--- src/rtl/rds_pkg.sv ---
// ----------------------------------------------------------------------------
// Rotating drum store package
// Shared widths, geometry, function and status codes and the command word
// passed from the front end to the back end.
// ----------------------------------------------------------------------------
`default_nettype none

package rds_pkg;

  // drum geometry
  localparam int BAND_SIZE      = 50;
  localparam int SMALL_BANDS    = 40;
  localparam int LARGE_BANDS    = 80;
  localparam int PUNCH_OFFSET   = 26;
  localparam int READ_OFFSET    = 0;
  localparam int BUF_INDEX_MIN  = 1;
  localparam int BUF_INDEX_MAX  = 10;

  // field widths
  localparam int FUNC_W   = 3;
  localparam int ADDR_W   = 14;
  localparam int IDX_W    = 6;
  localparam int WORD_W   = 41;
  localparam int STATUS_W = 3;

  localparam int MAX_BANDS   = (SMALL_BANDS > LARGE_BANDS) ? SMALL_BANDS : LARGE_BANDS;
  localparam int STORE_DEPTH = (MAX_BANDS + 1) * BAND_SIZE;
  localparam int SLOT_W      = $clog2(STORE_DEPTH);
  localparam int POS_W       = $clog2(BAND_SIZE);
  localparam int BAND_W      = $clog2((2 ** ADDR_W - 1) / BAND_SIZE + 1);
  localparam int EXTRA_BASE  = MAX_BANDS * BAND_SIZE;

  // address / BAND_SIZE as a multiply by a rounded-up reciprocal
  localparam int RECIP_SHIFT = ADDR_W + 7;
  localparam int RECIP_VAL   = (2 ** RECIP_SHIFT + BAND_SIZE - 1) / BAND_SIZE;
  localparam int RECIP_W     = $clog2(RECIP_VAL + 1);
  localparam int PROD_W      = ADDR_W + RECIP_W;

  // function codes
  localparam logic [FUNC_W-1:0] FUNC_TICK      = 3'd0;
  localparam logic [FUNC_W-1:0] FUNC_READ      = 3'd1;
  localparam logic [FUNC_W-1:0] FUNC_WRITE     = 3'd2;
  localparam logic [FUNC_W-1:0] FUNC_SET_RBUF  = 3'd3;
  localparam logic [FUNC_W-1:0] FUNC_STORE_RBUF = 3'd4;
  localparam logic [FUNC_W-1:0] FUNC_LOAD_PBUF = 3'd5;
  localparam logic [FUNC_W-1:0] FUNC_GET_PBUF  = 3'd6;

  // status codes
  localparam logic [STATUS_W-1:0] ST_OK        = 3'd0;
  localparam logic [STATUS_W-1:0] ST_ADDR_OOB  = 3'd1;
  localparam logic [STATUS_W-1:0] ST_ADDR_HEAD = 3'd2;
  localparam logic [STATUS_W-1:0] ST_BUF_HEAD  = 3'd3;
  localparam logic [STATUS_W-1:0] ST_BUF_OOB   = 3'd4;

  // back-end command kinds
  localparam int KIND_W = 2;
  localparam logic [KIND_W-1:0] CMD_NONE  = 2'd0;
  localparam logic [KIND_W-1:0] CMD_READ  = 2'd1;
  localparam logic [KIND_W-1:0] CMD_WRITE = 2'd2;
  localparam logic [KIND_W-1:0] CMD_COPY  = 2'd3;

  localparam int CMD_FIFO_DEPTH = 2;

  // configuration port
  localparam int CFG_ADDR_W = 3;
  localparam int CFG_DATA_W = 32;
  localparam int REG_IDX_W  = CFG_ADDR_W - 2;
  localparam logic [REG_IDX_W-1:0] REG_DRUM_LARGE = 1'd0;

  typedef struct packed {
    logic [KIND_W-1:0]   kind;
    logic [SLOT_W-1:0]   rd_slot;
    logic [SLOT_W-1:0]   wr_slot;
    logic [WORD_W-1:0]   data;
    logic [STATUS_W-1:0] status;
  } cmd_t;

endpackage

`default_nettype wire

--- src/rtl/rds_cmd_fifo.sv ---
// ----------------------------------------------------------------------------
// Drum command queue
// Short register queue between the front end and the back end.
// ----------------------------------------------------------------------------
`default_nettype none

module rds_cmd_fifo (
  input  wire logic          clk,
  input  wire logic          rst,
  input  wire logic          push_valid,
  output logic               push_ready,
  input  wire rds_pkg::cmd_t push_cmd,
  output logic               pop_valid,
  input  wire logic          pop,
  output rds_pkg::cmd_t      pop_cmd
);
  import rds_pkg::*;

  localparam int PTR_W = $clog2(CMD_FIFO_DEPTH);
  localparam int CNT_W = $clog2(CMD_FIFO_DEPTH + 1);

  cmd_t             entries [CMD_FIFO_DEPTH];
  logic [PTR_W-1:0] wptr;
  logic [PTR_W-1:0] rptr;
  logic [CNT_W-1:0] count;
  logic             do_push;
  logic             do_pop;

  assign push_ready = count != CNT_W'(CMD_FIFO_DEPTH);
  assign pop_valid  = count != '0;
  assign do_push    = push_valid && push_ready;
  assign do_pop     = pop && pop_valid;
  assign pop_cmd    = entries[rptr];

  always_ff @(posedge clk) begin
    if (rst) begin
      wptr  <= '0;
      rptr  <= '0;
      count <= '0;
    end else begin
      if (do_push) begin
        wptr <= wptr + PTR_W'(1);
      end
      if (do_pop) begin
        rptr <= rptr + PTR_W'(1);
      end
      case ({do_push, do_pop})
        2'b10:   count <= count + CNT_W'(1);
        2'b01:   count <= count - CNT_W'(1);
        default: count <= count;
      endcase
    end
  end

  always_ff @(posedge clk) begin
    if (do_push) begin
      entries[wptr] <= push_cmd;
    end
  end

endmodule

`default_nettype wire

--- config.mk ---
export PLATFORM = sky130hd
export DESIGN_NAME = rds_cmd_fifo
export DESIGN_NICKNAME = d
export VERILOG_FILES = /design/src/rtl/rds_pkg.sv /design/src/rtl/rds_cmd_fifo.sv
export SDC_FILE = /design/constraint.sdc
export NUM_CORES = 1
export LEC_CHECK = 0
export BUFFER_PORTS_ARGS = -buffer_cell sky130_fd_sc_hd__buf_2
export CORE_MARGIN = 2
export CORE_UTILIZATION = 50
export DETAILED_ROUTE_END_ITERATION = 6
export PLACE_DENSITY_LB_ADDON = 0.08
export SYNTH_ARGS = -nofsm -noshare
export SYNTH_HDL_FRONTEND = slang
export SYNTH_SLANG_ARGS = --single-unit
export TNS_END_PERCENT = 50
--- constraint.sdc ---
create_clock -name clk -period 5.4 [get_ports clk]
set_input_delay 0.54 -clock clk [delete_from_list [all_inputs] [get_ports clk]]
set_output_delay 0.54 -clock clk [all_outputs]
set_load 0.02 [all_outputs]
==> flow_metrics.py, run 1 <==
metrics = {
    "outcome": {
        "outcome": "complete, no violations",
    },
    "global_routing": {
        "grt_pass1_wl_um": 13090,
        "antenna_found_initial": 0,
        "track_usage_pct": 15.83,
        "overflow": 0,
        "grt_max_degree": 71,
        "grt_pass1_vias": 2656,
    },
    "route": {
        "first_pass_iters": 4,
        "drt_wl_total_um": 8716,
        "drt.antenna.violating_nets": 0,
        "wl_per_cell_um": 15.91,
        "drt_iter0_markers": 119,
        "drc": 0,
        "routed_via_density": 4.861,
        "vias": 2664,
    },
    "place": {
        "port_buffers": 145,
        "gp_congestion": 0.6812,
        "dp_hpwl_um": 5365,
        "place_inst": 516,
    },
    "clock_tree": {
        "cts_sinks": 145,
        "clockRootBuffer": "clkbuf_8",
        "cts_made_buffers": 17,
        "path_clk_slew_ps": 60,
        "cts_htree_levels": 4,
        "cts_resized": 0,
        "cts_buffer_depth": 2,
        "hold_buffers": 0,
        "cts_tree": "yes",
        "clk_latency_ps": 510,
        "cts_setup_buffers": 0,
    },
    "sta": {
        "fin_crit_sh_pct": 49.18,
        "tightestPinTransition_ps": 956.2,
        "fin_skew_ps": 5.251,
        "whs_ps": 212.2,
        "slew_violations": 0,
        "fin_crit_ps": 2656,
        "setup_viol": 0,
        "tns_ps": 0,
        "hold_viol": 0,
        "relSlewSlack_pct": 36.25,
        "max_freq_mhz": 376.6,
        "rsz0062_at_grt": "false",
    },
    "pwr": {
        "p_leak_nw": 2.528,
        "clkPwrFrac_pct": 33.3,
        "seqPwrFrac_pct": 43.2,
        "peakVddDrop_uv": 514.1,
        "power.net_switching_uw": 994.4,
        "powerDensity_nw_per_um2": 529.7,
        "swShare_pct": 27.86,
        "intPower_mw": 2.575,
        "combPwrFrac_pct": 23.5,
    },
    "setup_path": {
        "cp_max_fo": 70,
        "cp.arrival_ps": 2120,
        "worstRegToRegCells": 4,
        "critPathKind": "flip-flop to output port",
        "crit_required_ps": 4860,
        "worstSetupStartpointType": "flip-flop",
        "timing.rr.end": "entries[0][32]",
        "r2r_start": "count[0]",
        "r2r_slack_ps": 3440,
        "end_kind": "output port",
    },
    "synth": {
        "synth.top_cell.area_share_pct": 80.02,
        "syn_nets": 317,
        "synth_top_family_by_area": "multiplexers",
        "syn_avg_cell_area_um2": 21.71,
        "synth_compound_area_share_pct": 0.6192,
        "synthMuxAreaShare_pct": 15.00,
        "synth-seq-cells": 145,
        "synthSimpleGateAreaFrac_pct": 0.9050,
        "synth_warnings": 0,
        "synthAdderAreaFrac_pct": 0.2382,
        "synth_area_leaders": "edfxtp_1, mux2_2, dfxtp_1",
        "syn_inst": 242,
        "syn-cell-area_um2": 5254,
        "ys_seq_area_share_pct": 81.92,
        "synthXorXnorAreaFrac_pct": 0.5001,
        "synth.largest_area_cell": "edfxtp_1",
        "yosysUniqueCellTypes": 20,
    },
    "floorplanning": {
        "die_h_um": 106.5,
        "dieWidth_um": 106.5,
        "row_count": 37,
        "die_area_um2": 11340,
        "start_util_pct": 51.12,
        "core_area_um2": 10280,
        "io_pins": 146,
    },
    "final_layout": {
        "syn2layout_area_growth_pct": 28.27,
        "drive_gt1_share_pct": 60.34,
        "layout.nets": 474,
        "layout_common_cells": "buf_2, edfxtp_1, mux2_2",
        "num-fill-cells": 777,
        "fin_cells": 548,
        "layout_commonest_cell": "buf_2",
    },
    "min_path": {
        "hold_start": "push_cmd[19]",
        "hp-class": "input pin to flip-flop",
        "min_delay_path_depth": 1,
        "hold_path_end": "entries[0][19]",
    },
    "job": {
        "cap_violations": 0,
    },
}
per-layer routing:
| metal | global-route usage, % | vias up | part of all wire (%) |
|---|---|---|---|
| met3 | 6.560 | 15 | 8.3 |
| met1 | 18.37 | 1274 | 39 |
| met4 | 7.792 | 0 | 2.0 |
| met5 | 0 | - | 0 |
| met2 | 25.50 | 101 | 50 |
| li1 | - | 1274 | - |
how the worst max path moves through the flow:
stage | to | slack (ps) | cells past startpoint
floorplan | entries[1][0] | 2530 | 2
global placement | pop_cmd[36] | 3250 | 2
detailed placement | pop_cmd[52] | 3270 | 2
CTS | pop_cmd[34] | 2710 | 2
global route | pop_cmd[16] | 2640 | 2
finish | pop_cmd[52] | 2740 | 2
Yosys cell counts, drive strengths merged:
cell type  instances
dfxtp              5
xnor2              2
nor2               3
inv                1
xor2               1
o21a               1
nand2b             1
buf                7
mux2              70
or3                1
edfxtp           140
ha                 1
a21bo              1
clkbuf             1
and3               1
nand3b             1
a21oi              2
or2                1
o21ai              1
nand2              1
kinds of logic (layout without fill, tap and decap cells):
group / after synthesis / in the layout
xor gates and xnor gates: 3 / 3
buffers and inverters: 9 / 178
other: 0 / 1
DFF: 145 / 145
and+or+nand+nor: 9 / 9
muxes: 70 / 70
adders and majority gates: 1 / 1
AOI/OAI and AO/OA: 5 / 5
stage by stage:
stage	cell area (um2)	power, mW	setup slack [ps]	utilization, %
after floorplan	5254	2.141	2533	-
after global placement	6127	2.414	3252	59.62
after detailed placement	6127	2.423	3267	59.62
after CTS	6736	3.617	2713	65.55
after global routing	6736	3.724	2641	65.55
final	6739	3.569	2744	65.57
state kept, by name (all words and copies together), names as in the netlist, named ones only:
name,count
count,2
wptr,1
entries,140
rptr,1
critical path, stage by stage, from the launching register on:
cell and delay [ps]:
dfxtp_4 930, mux2_2 430, buf_2 160
layout make-up:
| type | count | area, um2 | area share [%] |
|---|---|---|---|
| Multi-Input combinational cell | 88 | 912.1 | 13.54 |
| Tap cell | 136 | 170.2 | 2.525 |
| Antenna cell | 1 | 2.502 | 0.03713 |
| Timing Repair Buffer | 146 | 733.2 | 10.88 |
| Clock inverter | 14 | 195.2 | 2.896 |
| Sequential cell | 145 | 4308 | 63.92 |
| Clock buffer | 17 | 414.1 | 6.146 |
| Inverter | 1 | 3.754 | 0.05570 |
power by group through the flow:
stage                     Clock [mW]  Sequential [mW]  Combinational (mW)
after floorplan                    0             1.48               0.662
after global placement             0             1.56               0.850
after detailed placement           0             1.57               0.853
after CTS                       1.21             1.55               0.856
after global routing            1.26             1.57               0.902
final                           1.19             1.54               0.840
Note: power is estimated with default switching activity, not from simulation.
==> run 2, diff against run 1 <==
==> constraint.sdc (replaced) <==
create_clock -name clk -period 2.51 [get_ports clk]
set_input_delay 0.251 -clock clk [delete_from_list [all_inputs] [get_ports clk]]
set_output_delay 0.251 -clock clk [all_outputs]
set_load 0.02 [all_outputs]
==> flow_metrics.py, run 2 (synthesis gave the netlist of run 1 again) <==
metrics = {
    "outcome": {
        "outcome": "complete, no violations",
    },
    "place": {
        "port_buffers": 145,
        "dp_hpwl_um": 6010,
        "gp_congestion": 0.6921,
        "place_inst": 520,
    },
    "global_routing": {
        "antenna_found_initial": 0,
        "track_usage_pct": 17.99,
        "grt_max_degree": 40,
        "grt_pass1_vias": 3033,
        "grt_pass1_wl_um": 14790,
        "overflow": 0,
    },
    "sta": {
        "tightestPinTransition_ps": 532.5,
        "fin_skew_ps": 5.429,
        "max_freq_mhz": 437.5,
        "fin_crit_ps": 2286,
        "setup_viol": 0,
        "relSlewSlack_pct": 64.50,
        "slew_violations": 0,
        "fin_crit_sh_pct": 91.07,
        "hold_viol": 0,
        "rsz0062_at_grt": "false",
    },
    "pwr": {
        "peakVddDrop_uv": 561.9,
        "powerDensity_nw_per_um2": 1016,
        "p_leak_nw": 2.823,
        "p_total_mw": 7.575,
    },
    "setup_path": {
        "cp_max_fo": 37,
        "critPathKind": "flip-flop to output port",
        "crit_required_ps": 2260,
        "worstSetupStartpointType": "flip-flop",
        "cp.arrival_ps": 2030,
        "end_kind": "output port",
    },
    "route": {
        "vias": 3002,
        "wl_per_cell_um": 15.83,
        "drt.antenna.violating_nets": 0,
        "first_pass_iters": 4,
        "drc": 0,
        "routed_via_density": 4.826,
        "drt_iter0_markers": 100,
        "drt_wl_total_um": 9844,
    },
    "final_layout": {
        "fin_cells": 622,
        "num-fill-cells": 707,
        "drive_gt1_share_pct": 51.65,
        "syn2layout_area_growth_pct": 41.87,
        "largest_reg_flops": 140,
        "utilization_pct": 72.52,
        "layout_commonest_cell": "buf_2",
        "layout_common_cells": "buf_2, edfxtp_1, dlygate4sd3_1",
        "multi_input_area_um2": 908.4,
        "top_regs": "entries (140), count (2)",
        "seq_area_um2": 4308,
        "layout.nets": 549,
        "top_register": "entries",
        "diodes": 0,
    },
    "clock_tree": {
        "path_clk_slew_ps": 60,
        "cts_htree_levels": 4,
        "cts_made_buffers": 17,
        "cts_setup_buffers": 0,
        "clk_latency_ps": 520,
        "cts_tree": "yes",
        "cts_buffer_depth": 2,
        "cts_sinks": 145,
        "clockRootBuffer": "clkbuf_8",
    },
    "min_path": {
        "hp-class": "input pin to flip-flop",
    },
    "floorplanning": {
        "core_area_um2": 10280,
        "die_area_um2": 11340,
        "io_pins": 146,
        "dieWidth_um": 106.5,
        "row_count": 37,
        "start_util_pct": 51.12,
        "die_h_um": 106.5,
    },
    "job": {
        "cap_violations": 0,
    },
}
[run 2: area by class of cell]
class / instances / share of cell area, %
flip-flops and latches: 145 / 57.80
repair buffers: 221 / 20.45
multi-input cells: 88 / 12.19
clock buffers: 18 / 5.607
well taps: 136 / 2.283
clock inverters: 13 / 1.628
inverters: 1 / 0.05036
[run 2: per-layer routing]
layer | vias up | wire length, um | GRT usage [%]
li1 | 1419 | - | -
met1 | 1463 | 3903 | 19.61
met2 | 103 | 5092 | 31.14
met3 | 17 | 659 | 6.193
met4 | 0 | 189 | 9.184
met5 | - | 0 | 0
[run 2: what timing repair did]
| action | 4_1_cts | 5_1_grt |
|---|---|---|
| gates resized for setup | 0 | 0 |
| endpoints found under the hold margin | 145 | 0 |
| hold buffers | 71 | 0 |
[run 2: report_power, final]
part           internal, mW  switching, mW
registers              3.06          0.167
logic                 0.909           1.17
clock network          1.39          0.886
total                  5.35           2.22
[run 2: metrics by stage]
| step | TNS [ps] | worst slack [ps] | hold slack [ps] | instance area (um2) |
|---|---|---|---|---|
| after global routing | 0 | 119.2 | 70.18 | 7453 |
| after floorplan | -7535 | -107.6 | 320.1 | 5255 |
| final | 0 | 224.1 | 68.41 | 7453 |
| after detailed placement | 0 | 699.5 | 442.7 | 6203 |
| after global placement | 0 | 736.0 | 439.0 | 6203 |
| after CTS | 0 | 178.0 | 40.16 | 7453 |
[run 2: critical path: stages (launching register included)]
cell	delay, ps
dfxtp_4	650
buf_12	300
mux2_2	390
buf_2	160
[run 2: worst paths after layout]
kind	startpoint	end	slack, ps	cells past startpoint
setup / recovery	flip-flop	pop_cmd[14]	220	3
hold / removal	push_valid	wptr	70	3
setup reg to reg	count[0]	entries[1][23]	710	3
hold reg to reg	rptr	flip-flop	540	2
