**src/rtl/rds_pkg.sv**
```systemverilog
// ----------------------------------------------------------------------------
// Rotating drum store package
// Shared widths, geometry, function and status codes and the command word
// passed from the front end to the back end.
// ----------------------------------------------------------------------------
`default_nettype none

package rds_pkg;

  // drum geometry
  localparam int BAND_SIZE      = 50;
  localparam int SMALL_BANDS    = 40;
  localparam int LARGE_BANDS    = 80;
  localparam int PUNCH_OFFSET   = 26;
  localparam int READ_OFFSET    = 0;
  localparam int BUF_INDEX_MIN  = 1;
  localparam int BUF_INDEX_MAX  = 10;

  // field widths
  localparam int FUNC_W   = 3;
  localparam int ADDR_W   = 14;
  localparam int IDX_W    = 6;
  localparam int WORD_W   = 41;
  localparam int STATUS_W = 3;

  localparam int MAX_BANDS   = (SMALL_BANDS > LARGE_BANDS) ? SMALL_BANDS : LARGE_BANDS;
  localparam int STORE_DEPTH = (MAX_BANDS + 1) * BAND_SIZE;
  localparam int SLOT_W      = $clog2(STORE_DEPTH);
  localparam int POS_W       = $clog2(BAND_SIZE);
  localparam int BAND_W      = $clog2((2 ** ADDR_W - 1) / BAND_SIZE + 1);
  localparam int EXTRA_BASE  = MAX_BANDS * BAND_SIZE;

  // address / BAND_SIZE as a multiply by a rounded-up reciprocal
  localparam int RECIP_SHIFT = ADDR_W + 7;
  localparam int RECIP_VAL   = (2 ** RECIP_SHIFT + BAND_SIZE - 1) / BAND_SIZE;
  localparam int RECIP_W     = $clog2(RECIP_VAL + 1);
  localparam int PROD_W      = ADDR_W + RECIP_W;

  // function codes
  localparam logic [FUNC_W-1:0] FUNC_TICK      = 3'd0;
  localparam logic [FUNC_W-1:0] FUNC_READ      = 3'd1;
  localparam logic [FUNC_W-1:0] FUNC_WRITE     = 3'd2;
  localparam logic [FUNC_W-1:0] FUNC_SET_RBUF  = 3'd3;
  localparam logic [FUNC_W-1:0] FUNC_STORE_RBUF = 3'd4;
  localparam logic [FUNC_W-1:0] FUNC_LOAD_PBUF = 3'd5;
  localparam logic [FUNC_W-1:0] FUNC_GET_PBUF  = 3'd6;

  // status codes
  localparam logic [STATUS_W-1:0] ST_OK        = 3'd0;
  localparam logic [STATUS_W-1:0] ST_ADDR_OOB  = 3'd1;
  localparam logic [STATUS_W-1:0] ST_ADDR_HEAD = 3'd2;
  localparam logic [STATUS_W-1:0] ST_BUF_HEAD  = 3'd3;
  localparam logic [STATUS_W-1:0] ST_BUF_OOB   = 3'd4;

  // back-end command kinds
  localparam int KIND_W = 2;
  localparam logic [KIND_W-1:0] CMD_NONE  = 2'd0;
  localparam logic [KIND_W-1:0] CMD_READ  = 2'd1;
  localparam logic [KIND_W-1:0] CMD_WRITE = 2'd2;
  localparam logic [KIND_W-1:0] CMD_COPY  = 2'd3;

  localparam int CMD_FIFO_DEPTH = 2;

  // configuration port
  localparam int CFG_ADDR_W = 3;
  localparam int CFG_DATA_W = 32;
  localparam int REG_IDX_W  = CFG_ADDR_W - 2;
  localparam logic [REG_IDX_W-1:0] REG_DRUM_LARGE = 1'd0;

  typedef struct packed {
    logic [KIND_W-1:0]   kind;
    logic [SLOT_W-1:0]   rd_slot;
    logic [SLOT_W-1:0]   wr_slot;
    logic [WORD_W-1:0]   data;
    logic [STATUS_W-1:0] status;
  } cmd_t;

endpackage

`default_nettype wire

```
**src/rtl/rds_req_if.sv**
```systemverilog
// ----------------------------------------------------------------------------
// Drum request channel
// Valid/ready channel carrying one drum operation per beat.
// ----------------------------------------------------------------------------
`default_nettype none

interface rds_req_if;
  import rds_pkg::*;

  logic              valid;
  logic              ready;
  logic [FUNC_W-1:0] func;
  logic [ADDR_W-1:0] address;
  logic [IDX_W-1:0]  buffer_index;
  logic [WORD_W-1:0] data;

  modport source (output valid, func, address, buffer_index, data, input ready);
  modport sink   (input valid, func, address, buffer_index, data, output ready);
endinterface

`default_nettype wire

```
**src/rtl/rds_front.sv**
```systemverilog
// ----------------------------------------------------------------------------
// Drum front end
// Accepts requests, splits the address into band and angle, tracks the
// rotation position and turns each beat into one back-end command.
// ----------------------------------------------------------------------------
`default_nettype none

module rds_front (
  input  wire logic          clk,
  input  wire logic          rst,
  rds_req_if.sink            req,
  input  wire logic          clearing,
  input  wire logic          drum_large,
  output logic               push_valid,
  input  wire logic          push_ready,
  output rds_pkg::cmd_t      push_cmd
);
  import rds_pkg::*;

  localparam logic [RECIP_W-1:0] RECIP_K = RECIP_W'(RECIP_VAL);

  // stage 1: registered request plus band quotient
  logic              s1_valid;
  logic [FUNC_W-1:0] s1_func;
  logic [ADDR_W-1:0] s1_addr;
  logic [IDX_W-1:0]  s1_idx;
  logic [WORD_W-1:0] s1_data;
  logic [BAND_W-1:0] s1_band;

  logic [POS_W-1:0]  pos;

  logic [PROD_W-1:0] prod;
  logic              s1_adv;
  logic              take;

  logic [ADDR_W-1:0] band_base;
  logic [ADDR_W-1:0] rem_full;
  logic [POS_W-1:0]  rem;
  logic [SLOT_W-1:0] word_slot;
  logic [SLOT_W-1:0] extra_slot;
  logic [BAND_W-1:0] bands;
  logic              band_ok;
  logic              idx_ok;
  logic              rbuf_hit;
  logic              pbuf_hit;
  cmd_t              cmd;

  assign s1_adv    = s1_valid && push_ready;
  assign req.ready = (!s1_valid || s1_adv) && !clearing;
  assign take      = req.valid && req.ready;

  assign prod = PROD_W'(req.address) * PROD_W'(RECIP_K);

  always_ff @(posedge clk) begin
    if (rst) begin
      s1_valid <= 1'b0;
    end else if (take) begin
      s1_valid <= 1'b1;
    end else if (s1_adv) begin
      s1_valid <= 1'b0;
    end
  end

  always_ff @(posedge clk) begin
    if (take) begin
      s1_func <= req.func;
      s1_addr <= req.address;
      s1_idx  <= req.buffer_index;
      s1_data <= req.data;
      s1_band <= prod[RECIP_SHIFT +: BAND_W];
    end
  end

  always_ff @(posedge clk) begin
    if (rst) begin
      pos <= '0;
    end else if (s1_adv && s1_func == FUNC_TICK) begin
      pos <= (pos == POS_W'(BAND_SIZE - 1)) ? '0 : pos + POS_W'(1);
    end
  end

  // stage 2: head and range checks
  assign band_base  = ADDR_W'(s1_band) * ADDR_W'(BAND_SIZE);
  assign rem_full   = s1_addr - band_base;
  assign rem        = rem_full[POS_W-1:0];
  assign word_slot  = SLOT_W'(band_base) + SLOT_W'(pos);
  assign extra_slot = SLOT_W'(EXTRA_BASE) + SLOT_W'(pos);
  assign bands      = drum_large ? BAND_W'(LARGE_BANDS) : BAND_W'(SMALL_BANDS);
  assign band_ok    = s1_band < bands;
  assign idx_ok     = (s1_idx >= IDX_W'(BUF_INDEX_MIN)) && (s1_idx <= IDX_W'(BUF_INDEX_MAX));
  assign rbuf_hit   = ({1'b0, s1_idx} + (IDX_W + 1)'(READ_OFFSET)) == (IDX_W + 1)'(pos);
  assign pbuf_hit   = ({1'b0, s1_idx} + (IDX_W + 1)'(PUNCH_OFFSET)) == (IDX_W + 1)'(pos);

  always_comb begin
    cmd         = '0;
    cmd.kind    = CMD_NONE;
    cmd.status  = ST_OK;
    cmd.data    = s1_data;
    cmd.rd_slot = word_slot;
    cmd.wr_slot = word_slot;
    case (s1_func)
      FUNC_READ, FUNC_WRITE: begin
        if (rem != pos) begin
          cmd.status = ST_ADDR_HEAD;
        end else if (!band_ok) begin
          cmd.status = ST_ADDR_OOB;
        end else begin
          cmd.kind = (s1_func == FUNC_READ) ? CMD_READ : CMD_WRITE;
        end
      end
      FUNC_SET_RBUF: begin
        if (!rbuf_hit) begin
          cmd.status = ST_BUF_HEAD;
        end else if (!idx_ok) begin
          cmd.status = ST_BUF_OOB;
        end else begin
          cmd.kind    = CMD_WRITE;
          cmd.wr_slot = extra_slot;
        end
      end
      FUNC_STORE_RBUF: begin
        if (!rbuf_hit) begin
          cmd.status = ST_BUF_HEAD;
        end else if (!idx_ok) begin
          cmd.status = ST_BUF_OOB;
        end else if (!band_ok) begin
          cmd.status = ST_ADDR_OOB;
        end else begin
          cmd.kind    = CMD_COPY;
          cmd.rd_slot = extra_slot;
        end
      end
      FUNC_LOAD_PBUF: begin
        if (!pbuf_hit) begin
          cmd.status = ST_BUF_HEAD;
        end else if (!idx_ok) begin
          cmd.status = ST_BUF_OOB;
        end else if (!band_ok) begin
          cmd.status = ST_ADDR_OOB;
        end else begin
          cmd.kind    = CMD_COPY;
          cmd.wr_slot = extra_slot;
        end
      end
      FUNC_GET_PBUF: begin
        if (!pbuf_hit) begin
          cmd.status = ST_BUF_HEAD;
        end else if (!idx_ok) begin
          cmd.status = ST_BUF_OOB;
        end else begin
          cmd.kind    = CMD_READ;
          cmd.rd_slot = extra_slot;
        end
      end
      default: begin
        // tick and unused code: plain ok answer
        cmd.kind = CMD_NONE;
      end
    endcase
  end

  assign push_valid = s1_valid;
  assign push_cmd   = cmd;

endmodule

`default_nettype wire

```
**src/flat_wrapper.sv**
```systemverilog
// flat-port wrapper written by rule: the top's interface ports become plain ports
module rds_front_flat import rds_pkg::*;
  (clk, rst, clearing, drum_large, push_valid, push_ready, push_cmd, req_valid, req_func, req_address, req_buffer_index, req_data, req_ready);
  rds_req_if req_i ();
  input  wire logic clk;
  input  wire logic rst;
  input  wire logic clearing;
  input  wire logic drum_large;
  output logic push_valid;
  input  wire logic push_ready;
  output rds_pkg::cmd_t push_cmd;
  input wire logic [$bits(req_i.valid)-1:0] req_valid;
  input wire logic [$bits(req_i.func)-1:0] req_func;
  input wire logic [$bits(req_i.address)-1:0] req_address;
  input wire logic [$bits(req_i.buffer_index)-1:0] req_buffer_index;
  input wire logic [$bits(req_i.data)-1:0] req_data;
  output wire logic [$bits(req_i.ready)-1:0] req_ready;
  assign req_i.valid = req_valid;
  assign req_i.func = req_func;
  assign req_i.address = req_address;
  assign req_i.buffer_index = req_buffer_index;
  assign req_i.data = req_data;
  assign req_ready = req_i.ready;
  rds_front u_core (.clk(clk), .rst(rst), .req(req_i), .clearing(clearing), .drum_large(drum_large), .push_valid(push_valid), .push_ready(push_ready), .push_cmd(push_cmd));
endmodule
```
**config.mk**
```make
export PLATFORM = sky130hd
export DESIGN_NAME = rds_front_flat
export DESIGN_NICKNAME = d
export VERILOG_FILES = /design/src/rtl/rds_pkg.sv /design/src/rtl/rds_req_if.sv /design/src/rtl/rds_front.sv /design/src/flat_wrapper.sv
export SDC_FILE = /design/constraint.sdc
export NUM_CORES = 1
export LEC_CHECK = 0
export ABC_CLOCK_PERIOD_IN_PS = 6700
export BUFFER_PORTS_ARGS = -buffer_cell sky130_fd_sc_hd__buf_2
export CAP_MARGIN = 0
export CORE_AREA = 2 2 142 144
export DETAILED_ROUTE_END_ITERATION = 8
export DIE_AREA = 0 0 144 146
export PLACE_DENSITY = 0.69
export SYNTH_ARGS = -nofsm -noshare
export SYNTH_HDL_FRONTEND = slang
export SYNTH_SLANG_ARGS = --single-unit
```
**constraint.sdc**
```tcl
create_clock -name clk -period 6.7 [get_ports clk]
set_input_delay 1.675 -clock clk [delete_from_list [all_inputs] [get_ports clk]]
set_output_delay 1.675 -clock clk [all_outputs]
set_load 0.1 [all_outputs]
```
==> results of run 1 <==
## metal layers
| metal | part of all wire, % | track usage (%) | up-vias |
|---|---|---|---|
| li1 | - | - | 2713 |
| met1 | 46 | 22.52 | 2597 |
| met2 | 48 | 27.88 | 134 |
| met3 | 3.9 | 2.600 | 16 |
| met4 | 1.4 | 3.480 | 0 |
| met5 | 0 | 0 | - |
## placed cells by master, fill, tap and decap left out, types with 4 or more instances in the layout
cell,netlist,layout
buf_2,5,141
ha_1,132,132
inv_1,128,127
fa_1,69,69
edfxtp_1,65,65
nand2_1,27,27
nor2_1,26,26
xnor2_1,26,26
a21oi_1,24,24
o21ai_0,19,19
xor2_1,19,19
a21o_1,14,14
nor3_1,14,14
nand3_1,12,12
a211oi_1,10,10
nand4_1,9,9
clkbuf_16,0,9
mux2_2,8,8
dfxtp_1,7,7
o21a_1,6,6
nand2b_1,5,5
or3_1,5,5
o211ai_1,5,5
nor4_1,4,4
o22ai_1,4,4
## area by class of cell
cell class | count | area, sq um
Multi-Input combinational cell | 490 | 4990
Sequential cell | 72 | 2092
Fill cell | 1811 | 10390
Clock inverter | 6 | 107.6
Inverter | 128 | 480.5
Timing Repair Buffer | 142 | 713.2
Tap cell | 265 | 331.6
Clock buffer | 10 | 229.0
## cells by family after synthesis
group | Yosys count | synth area share [%]
DFF | 72 | 27.37
and+or+nand+nor | 120 | 8.316
xor gates and xnor gates | 46 | 5.369
buffers and inverters | 142 | 7.350
AOI/OAI and AO/OA | 112 | 10.35
adders and majority gates | 201 | 39.68
muxes | 11 | 1.572
## worst paths after layout
check	cells past startpoint	start	to
min reg2reg	2	u_core.push_valid	u_core.push_valid
max reg2reg	4	u_core.s1_func[2]	u_core.pos[5]
min	2	u_core.push_valid	u_core.push_valid
max	17	req_address[5]	u_core.s1_band[6]
## flip-flops by register name, summed over array words and instances (netlist names)
signal,count
u_core.s1_func,3
u_core.s1_idx,6
u_core.s1_data,41
u_core.s1_addr,6
u_core.push_valid,1
u_core.pos,6
u_core.s1_band,9
## per-stage QoR
step / TNS [ps] / hold WS [ps]
2_1_floorplan: -1829 / 587.6
4_1_cts: 0 / 504.5
5_1_grt: 0 / 532.7
6_report: 0 / 499.4
3_5_place_dp: 0 / 497.4
3_3_place_gp: 0 / 488.1
## worst reg2reg max path, delay by kind of cell (launching register included)
kind,cells,cell delay [ps]
flip-flops,1,590
AO/OA/AOI/OAI,1,140
AND/OR/NAND/NOR,3,1390
==> reports/metrics.yaml, run 1 <==
gp_congestion: 0.8612
clk_latency_ps: 330
critPathArrivalTime_ps: 6190
place_hpwl_microns: 14210
path_clk_slew_ps: 60
ctsLongestPathBuffers: 2
finalMaxSlewViolations: 0
yosysWarnings: 0
synth.distinct_cells: 62
setup_ws_ps: 673.6
setup_viol: 0
synth_top_area_share_pct: 25.54
synth_edf_count: 65
critical-path-top-delay-family: "adder cells"
grt_overflow: 0
fmax_mhz: 165.9
cp.required_ps: 6860
antenna_found_initial: 0
cts_tree: "built"
hold_path_class: "reg2reg"
finalNonFillerCells: 1113
fin_crit_sh_pct: 89.95
numCtsBuffers: 9
syn-instance-count: 704
worst_path_max_delay_cell: "fa_1"
synth_common_cells: "ha_1 (132), inv_1 (128), fa_1 (69)"
critPathMaxFanout: 5
dp_slack_ps: 352.0
htree_levels: 3
drv_cap: 0
boundaryPins: 142
end_kind: "flip-flop"
drtIter0Drc: 254
drc: 0
dp_cells: 1097
drive_gt1_share_pct: 21.23
synth_top_area_cell: "edfxtp_1"
grtUsageTotal_pct: 16.55
grt_pass1_wl_microns: 27710
ys.flop_type: "edfxtp_1"
root_buffer: "clkbuf_16"
design_area_sq_mm: 0.008944
worstPathCellList: "buf_2 -> inv_1 -> fa_1 -> inv_1 -> ha_1 -> fa_1 -> fa_1 -> inv_1 -> fa_1 -> inv_1 -> ha_1 -> a21o_1 -> a31o_2 -> a2111o_1 -> a41oi_1 -> nor2_1 -> a211oi_1"
syn_nets: 975
die-area_sq_mm: 0.02102
synth_area_leaders: "edfxtp_1 (26%), ha_1 (22%), fa_1 (18%)"
fp.dieW_microns: 144
dr.pass1.iters: 4
wirelength_microns: 16930
grt_max_degree: 66
n_antenna_cell: 0
slew_headroom_pct: 43.75
synth-seq-cells: 72
period_needed_ps: 6026
tightestPinTransition_ps: 843.7
hold_violations: 0
slowest_delay_ps: 550
ant_nets: 0
syn_avg_cell_area_sq_um: 10.86
synth_seq_area_share_pct: 27.37
async_reset_ff_share_pct: 0
synthesis.area_sq_mm: 0.007644
post-cts-setup-buffer-count: 0
coreArea_sq_mm: 0.01933
placed_cell_area_sq_mm: 0.008607
rows: 51
via_per_inst: 4.906
hold_buffers: 0
first_global_vias: 5516
fin_skew_ps: 4.897
route.detailed.wl_per_inst_microns: 15.21
nNetsFinal: 1114
cts_sinks: 72
area_growth_syn_to_layout_pct: 17.01
post_cts_resized: 0
via_count: 5460
path_buf_inv: 5
port_buffers: 141
cp-start-kind: "input port"
synth.most_common_cell: "ha_1"
crit_type: "in2reg"
r2r_slack_ps: 4520
status: "finished clean"
initial_core_util_pct: 39.53
die_h_microns: 146
rsz0062_at_grt: "no"
final_util_pct: 46.26
Power of run 1 is left out: the tool's default activity adds up to more than one toggle a clock period on the data nets, which glitch-free logic cannot reach.
==> run 2: changes to the inputs <==
ABC_AREA = 1   (was default)
CORE_AREA = 2 2 151 153   (was 2 2 142 144)
DIE_AREA = 0 0 153 155   (was 0 0 144 146)
PLACE_DENSITY = 0.68   (was 0.69)
==> reports/metrics.yaml, run 2 <==
post-cts-setup-buffer-count: 0  # unchanged
via_per_inst: 4.796  # -2.2%
htree_levels: 3  # unchanged
grtUsageTotal_pct: 17.50  # +0.94 points
regMostFlops: "u_core.s1_data"
dp_slack_ps: 917.0  # +565.0 ps
reg_top3: "u_core.s1_data x41, u_core.s1_band x9"
critPathArrivalTime_ps: 3830  # -2360 ps
rows: 55  # +7.8%
path_clk_slew_ps: 70  # about the same
largest_reg_flops: 41  # unchanged
grt.busiest_layer: "met2"
clk_latency_ps: 340  # about the same
yosysWarnings: 0  # unchanged
die-area_sq_mm: 0.02372  # +13%
coreArea_sq_mm: 0.02223  # +15%
synth_top_area_share_pct: 22.34  # -3.2 points
period_needed_ps: 5509  # -517.5 ps
place_hpwl_microns: 17660  # +24%
ctsLongestPathBuffers: 2  # unchanged
post_cts_resized: 0  # unchanged
finalMaxSlewViolations: 0  # unchanged
synth_area_leaders: "edfxtp_1 (22%), ha_1 (19%), fa_1 (16%)"
use_met1_pct: 23.39  # +0.87 points
layout_common_cells: "nand2_1 (298), inv_1 (214), buf_2 (141)"
fmax_mhz: 181.5  # +9.4%
synth.most_common_cell: "nand2_1"
synth_edf_count: 65  # unchanged
cp.required_ps: 5030  # -1830 ps
nNetsFinal: 1503  # +35%
drv_cap: 0  # unchanged
cts_sinks: 72  # unchanged
gp_congestion: 0.9037  # +4.9%
tightestPinTransition_ps: 686.1  # -157.6 ps
die_h_microns: 155  # +6.2%
antenna_found_initial: 0  # unchanged
synth_common_cells: "nand2_1 (298), inv_1 (214), ha_1 (132)"
grt_overflow: 0  # unchanged
final_common_cell: "nand2_1"
cts_tree: "built"
critPathMaxFanout: 5  # unchanged
dr.pass1.iters: 5  # +1
n_antenna_cell: 0  # unchanged
syn_nets: 1358  # +39%
syn_avg_cell_area_sq_um: 8.037  # -26%
fp.dieW_microns: 153  # +6.3%
drtIter0Drc: 342  # +35%
synth-seq-cells: 72  # unchanged
cp-start-kind: "flip-flop"
end_kind: "primary output"
fin_crit_sh_pct: 82.22  # -7.7 points
synth_top_area_cell: "edfxtp_1"
async_reset_ff_share_pct: 0  # unchanged
reg2reg_depth: 4  # unchanged
first_global_vias: 7105  # +29%
grt_max_degree: 54  # -18%
route.detailed.wl_per_inst_microns: 13.72  # -9.8%
syn-instance-count: 1087  # +54%
setup-tns-final_ps: 0  # unchanged
grt_pass1_wl_microns: 34220  # +24%
drc: 0  # unchanged
status: "finished clean"
boundaryPins: 142  # unchanged
synthesis.area_sq_mm: 0.008736  # +14%
hold_violations: 0  # unchanged
port_buffers: 141  # unchanged
setup_viol: 0  # unchanged
initial_core_util_pct: 39.30  # -0.23 points
setup_ws_ps: 1191  # +517.5 ps
slew_headroom_pct: 54.26  # +11 points
wirelength_microns: 20880  # +23%
nFillCells: 2189  # +21%
crit_type: "reg2out"
ys.flop_type: "edfxtp_1"
synth.distinct_cells: 36  # -42%
root_buffer: "clkbuf_16"
rsz0062_at_grt: "no"
drive_gt1_share_pct: 15.84  # -5.4 points
numCtsBuffers: 9  # unchanged
area_growth_syn_to_layout_pct: 15.60
met2_usage_pct: 30.07  # +2.2 points
gr-usage-met3_pct: 1.866  # -0.73 points
ant_nets: 0  # unchanged
hold_buffers: 0  # unchanged
hold_depth: 2  # unchanged
fin_skew_ps: 13.81  # +8.911 ps
via_count: 7300  # +34%
hold_path_class: "reg2reg"
synth_seq_area_share_pct: 23.95  # -3.4 points
[run 2: area by class of cell]
class / instances / area (sq um) / share of cell area (%)
tap: 285 / 356.6 / 3.531
sequential: 72 / 2092 / 20.72
multi-input combinational: 782 / 5748 / 56.92
clock inverter: 7 / 118.9 / 1.177
inverter: 225 / 844.6 / 8.363
timing repair buffer: 142 / 713.2 / 7.062
clock buffer: 9 / 225.2 / 2.230
[run 2: routing by layer]
metal,wire [microns],share of wire [%]
met4,378,1.8
met3,763,3.7
met1,9606,46
met2,10130,49
met5,0,0
[run 2: cells by family after synthesis]
kind of cell | count (synthesis) | synth area share [%]
buffers and inverters | 233 | 10.38
AND/OR/NAND/NOR | 498 | 24.88
adder cells (fa/ha/maj) | 201 | 34.72
XOR/XNOR | 16 | 1.604
flip-flops | 72 | 23.95
AO/OA/AOI/OAI | 67 | 4.469
[run 2: worst max-delay path: stages, from the launching register on]
cell,delay [ps]
edfxtp_1,510
ha_1,350
ha_1,300
ha_1,300
inv_1,60
fa_1,540
inv_1,140
nand2_1,80
nor3_1,250
nor2_1,110
nor2_1,150
nand4_1,100
nand2_1,70
nand2_1,70
nand2_1,60
buf_2,410
[run 2: per-stage QoR]
stage	hold slack (ps)	cell area, sq um	utilization, %	std cells
6_report	627.0	10100	45.43	1522
3_5_place_dp	624.6	9754	43.88	1506
5_1_grt	679.4	10100	45.43	1522
4_1_cts	634.8	10100	45.43	1522
3_3_place_gp	621.0	9754	43.88	1506
2_1_floorplan	549.0	8741	-	1087
[run 2: final timing paths]
kind / from / end / slack (ps)
worst max-delay path: u_core.s1_band[1] / push_cmd[67] / 1190
worst min-delay path: u_core.pos[0] / u_core.pos[0] / 630
worst max register to register: u_core.push_valid / u_core.s1_data[40] / 4620
worst min register to register: u_core.pos[0] / u_core.pos[0] / 630
Power of run 2 is left out for the same reason.
==> run 3: changes to the inputs <==
ABC_CLOCK_PERIOD_IN_PS = 4800   (was 6700)
PLACE_DENSITY = 0.71   (was 0.68)
clock period = 4.8 ns   (was 6.7 ns; I/O delays follow)
==> reports/metrics.yaml, run 3 (synthesis results as in run 2) <==
status: "finished clean"
regMostFlops: "u_core.s1_data"
fin_skew_ps: 14.91  # +1.099 ps
grt_max_degree: 40  # -26%
setup-tns-final_ps: 0  # unchanged
ctsLongestPathBuffers: 2  # unchanged
first_global_vias: 7571  # +6.6%
worst_path_max_delay_cell: "fa_1"
end_kind: "flip-flop"
critPathMaxFanout: 3  # -2
via_per_inst: 4.816  # +0.41%
dr.pass1.iters: 7  # +2
root_buffer: "clkbuf_16"
hold_path_class: "reg2reg"
initial_core_util_pct: 39.30  # unchanged
critPathArrivalTime_ps: 4880  # +1050 ps
die-area_sq_mm: 0.02372  # unchanged
antenna_found_initial: 0  # unchanged
clk_latency_ps: 340  # about the same
critical-path-top-delay-family: "adder cells"
grt_overflow: 0  # unchanged
drtIter0Drc: 391  # +14%
dp_slack_ps: -398.3  # -1315 ps
die_h_microns: 155  # unchanged
crit_type: "in2reg"
htree_levels: 3  # unchanged
drc: 0  # unchanged
finalMaxSlewViolations: 0  # unchanged
path_buf_inv: 6  # +3
cts_sinks: 72  # unchanged
coreArea_sq_mm: 0.02223  # unchanged
fp.dieW_microns: 153  # unchanged
gp_congestion: 1.002  # +11%
rows: 55  # unchanged
grtUsageTotal_pct: 18.55  # +1.1 points
boundaryPins: 142  # unchanged
via_count: 7701  # +5.5%
largest_reg_flops: 41  # unchanged
cts_tree: "built"
fin_crit_sh_pct: 99.69
grt_pass1_wl_microns: 36250  # +5.9%
nNetsFinal: 1580  # +5.1%
port_buffers: 141  # unchanged
path_clk_slew_ps: 60  # about the same
tightestPinTransition_ps: 595.5  # -90.64 ps
numCtsBuffers: 9  # unchanged
rsz0062_at_grt: "yes"
period_needed_ps: 4785
drive_gt1_share_pct: 27.02  # +11 points
area_growth_syn_to_layout_pct: 28.43
layout_common_cells: "nand2_1 (283), inv_1 (198), buf_2 (126)"
reg_top3: "u_core.s1_data x41, u_core.s1_band x9"
wirelength_microns: 22510  # +7.8%
ant_nets: 0  # unchanged
slowest_delay_ps: 530  # about the same
cp-start-kind: "input port"
final_common_cell: "nand2_1"
fmax_mhz: 209.0
n_antenna_cell: 0  # unchanged
setup_ws_ps: 14.69  # -1176 ps
place_hpwl_microns: 18480  # +4.6%
route.detailed.wl_per_inst_microns: 14.08  # +2.6%
hold_ws_ps: 630.5  # +3.562 ps
slew_headroom_pct: 60.26  # +6.0 points
setup_viol: 0  # unchanged
cp.required_ps: 4890  # -140 ps
drv_cap: 0  # unchanged
hold_buffers: 0  # unchanged
hold_violations: 0  # unchanged
worstPathCellList: "buf_8 -> fa_1 -> ha_1 -> inv_2 -> fa_1 -> inv_2 -> fa_1 -> inv_1 -> fa_1 -> inv_2 -> ha_4 -> nand2_1 -> inv_2 -> a21oi_2 -> nor2_1 -> nor2_1 -> nand3_1 -> nand2_1 -> nand2_1"
run 3: cell types whose count changed in the layout (fill, tap and decap cells not counted), sizes merged:
| cell | change |
|---|---|
| clkinvlp | +1 |
| clkbuf | +5 |
| inv | +3 |
| clkinv | -1 |
| bufinv | -3 |
| buf | +72 |
run 3: layout make-up:
cell class	instances	area, sq um
Sequential cell	72	2092
Timing Repair Buffer	219	1434
Tap cell	285	356.6
Inverter	225	844.6
Clock buffer	9	225.2
Clock inverter	7	62.56
Fill cell	2050	11010
Multi-Input combinational cell	782	6205
run 3: path summary, 6_finish.rpt:
check / from / end / slack (ps) / depth (start not counted)
setup / recovery: req_address[13] / u_core.s1_band[4] / 10 / 19
hold / removal: u_core.pos[0] / u_core.pos[0] / 630 / 2
setup reg to reg: u_core.s1_func[1] / u_core.pos[2] / 3210 / 4
hold reg to reg: u_core.pos[0] / u_core.pos[0] / 630 / 2
run 3: what timing repair did:
| item | 4_1_cts | 5_1_grt |
|---|---|---|
| gates resized for setup | 10 | 104 |
| buffers inserted | 2 | 10 |
| pin swaps | 3 | 51 |
| setup endpoints to repair | 12 | 21 |
run 3: metrics by stage:
step / cell area, sq um / cells / util [%]
after CTS: 10730 / 1589 / 48.25
after global placement: 10380 / 1571 / 46.71
final: 11220 / 1599 / 50.48
after global routing: 11220 / 1599 / 50.48
after detailed placement: 10380 / 1571 / 46.71
after floorplan: 8796 / 1087 / -
run 3: worst min-delay path, cell delays in order, from the launching register on:
cell,delay [ps]
dfxtp_1,410
nand2_1,110
a21oi_1,60
run 3: routing by layer:
layer / vias up / track usage (%) / wire length (microns)
met5: - / 0 / 0
met4: 0 / 5.600 / 547
met3: 38 / 2.674 / 873
met2: 188 / 31.92 / 11160
met1: 3563 / 24.33 / 9932
li1: 3912 / - / -
Power of run 3 is left out for the same reason.
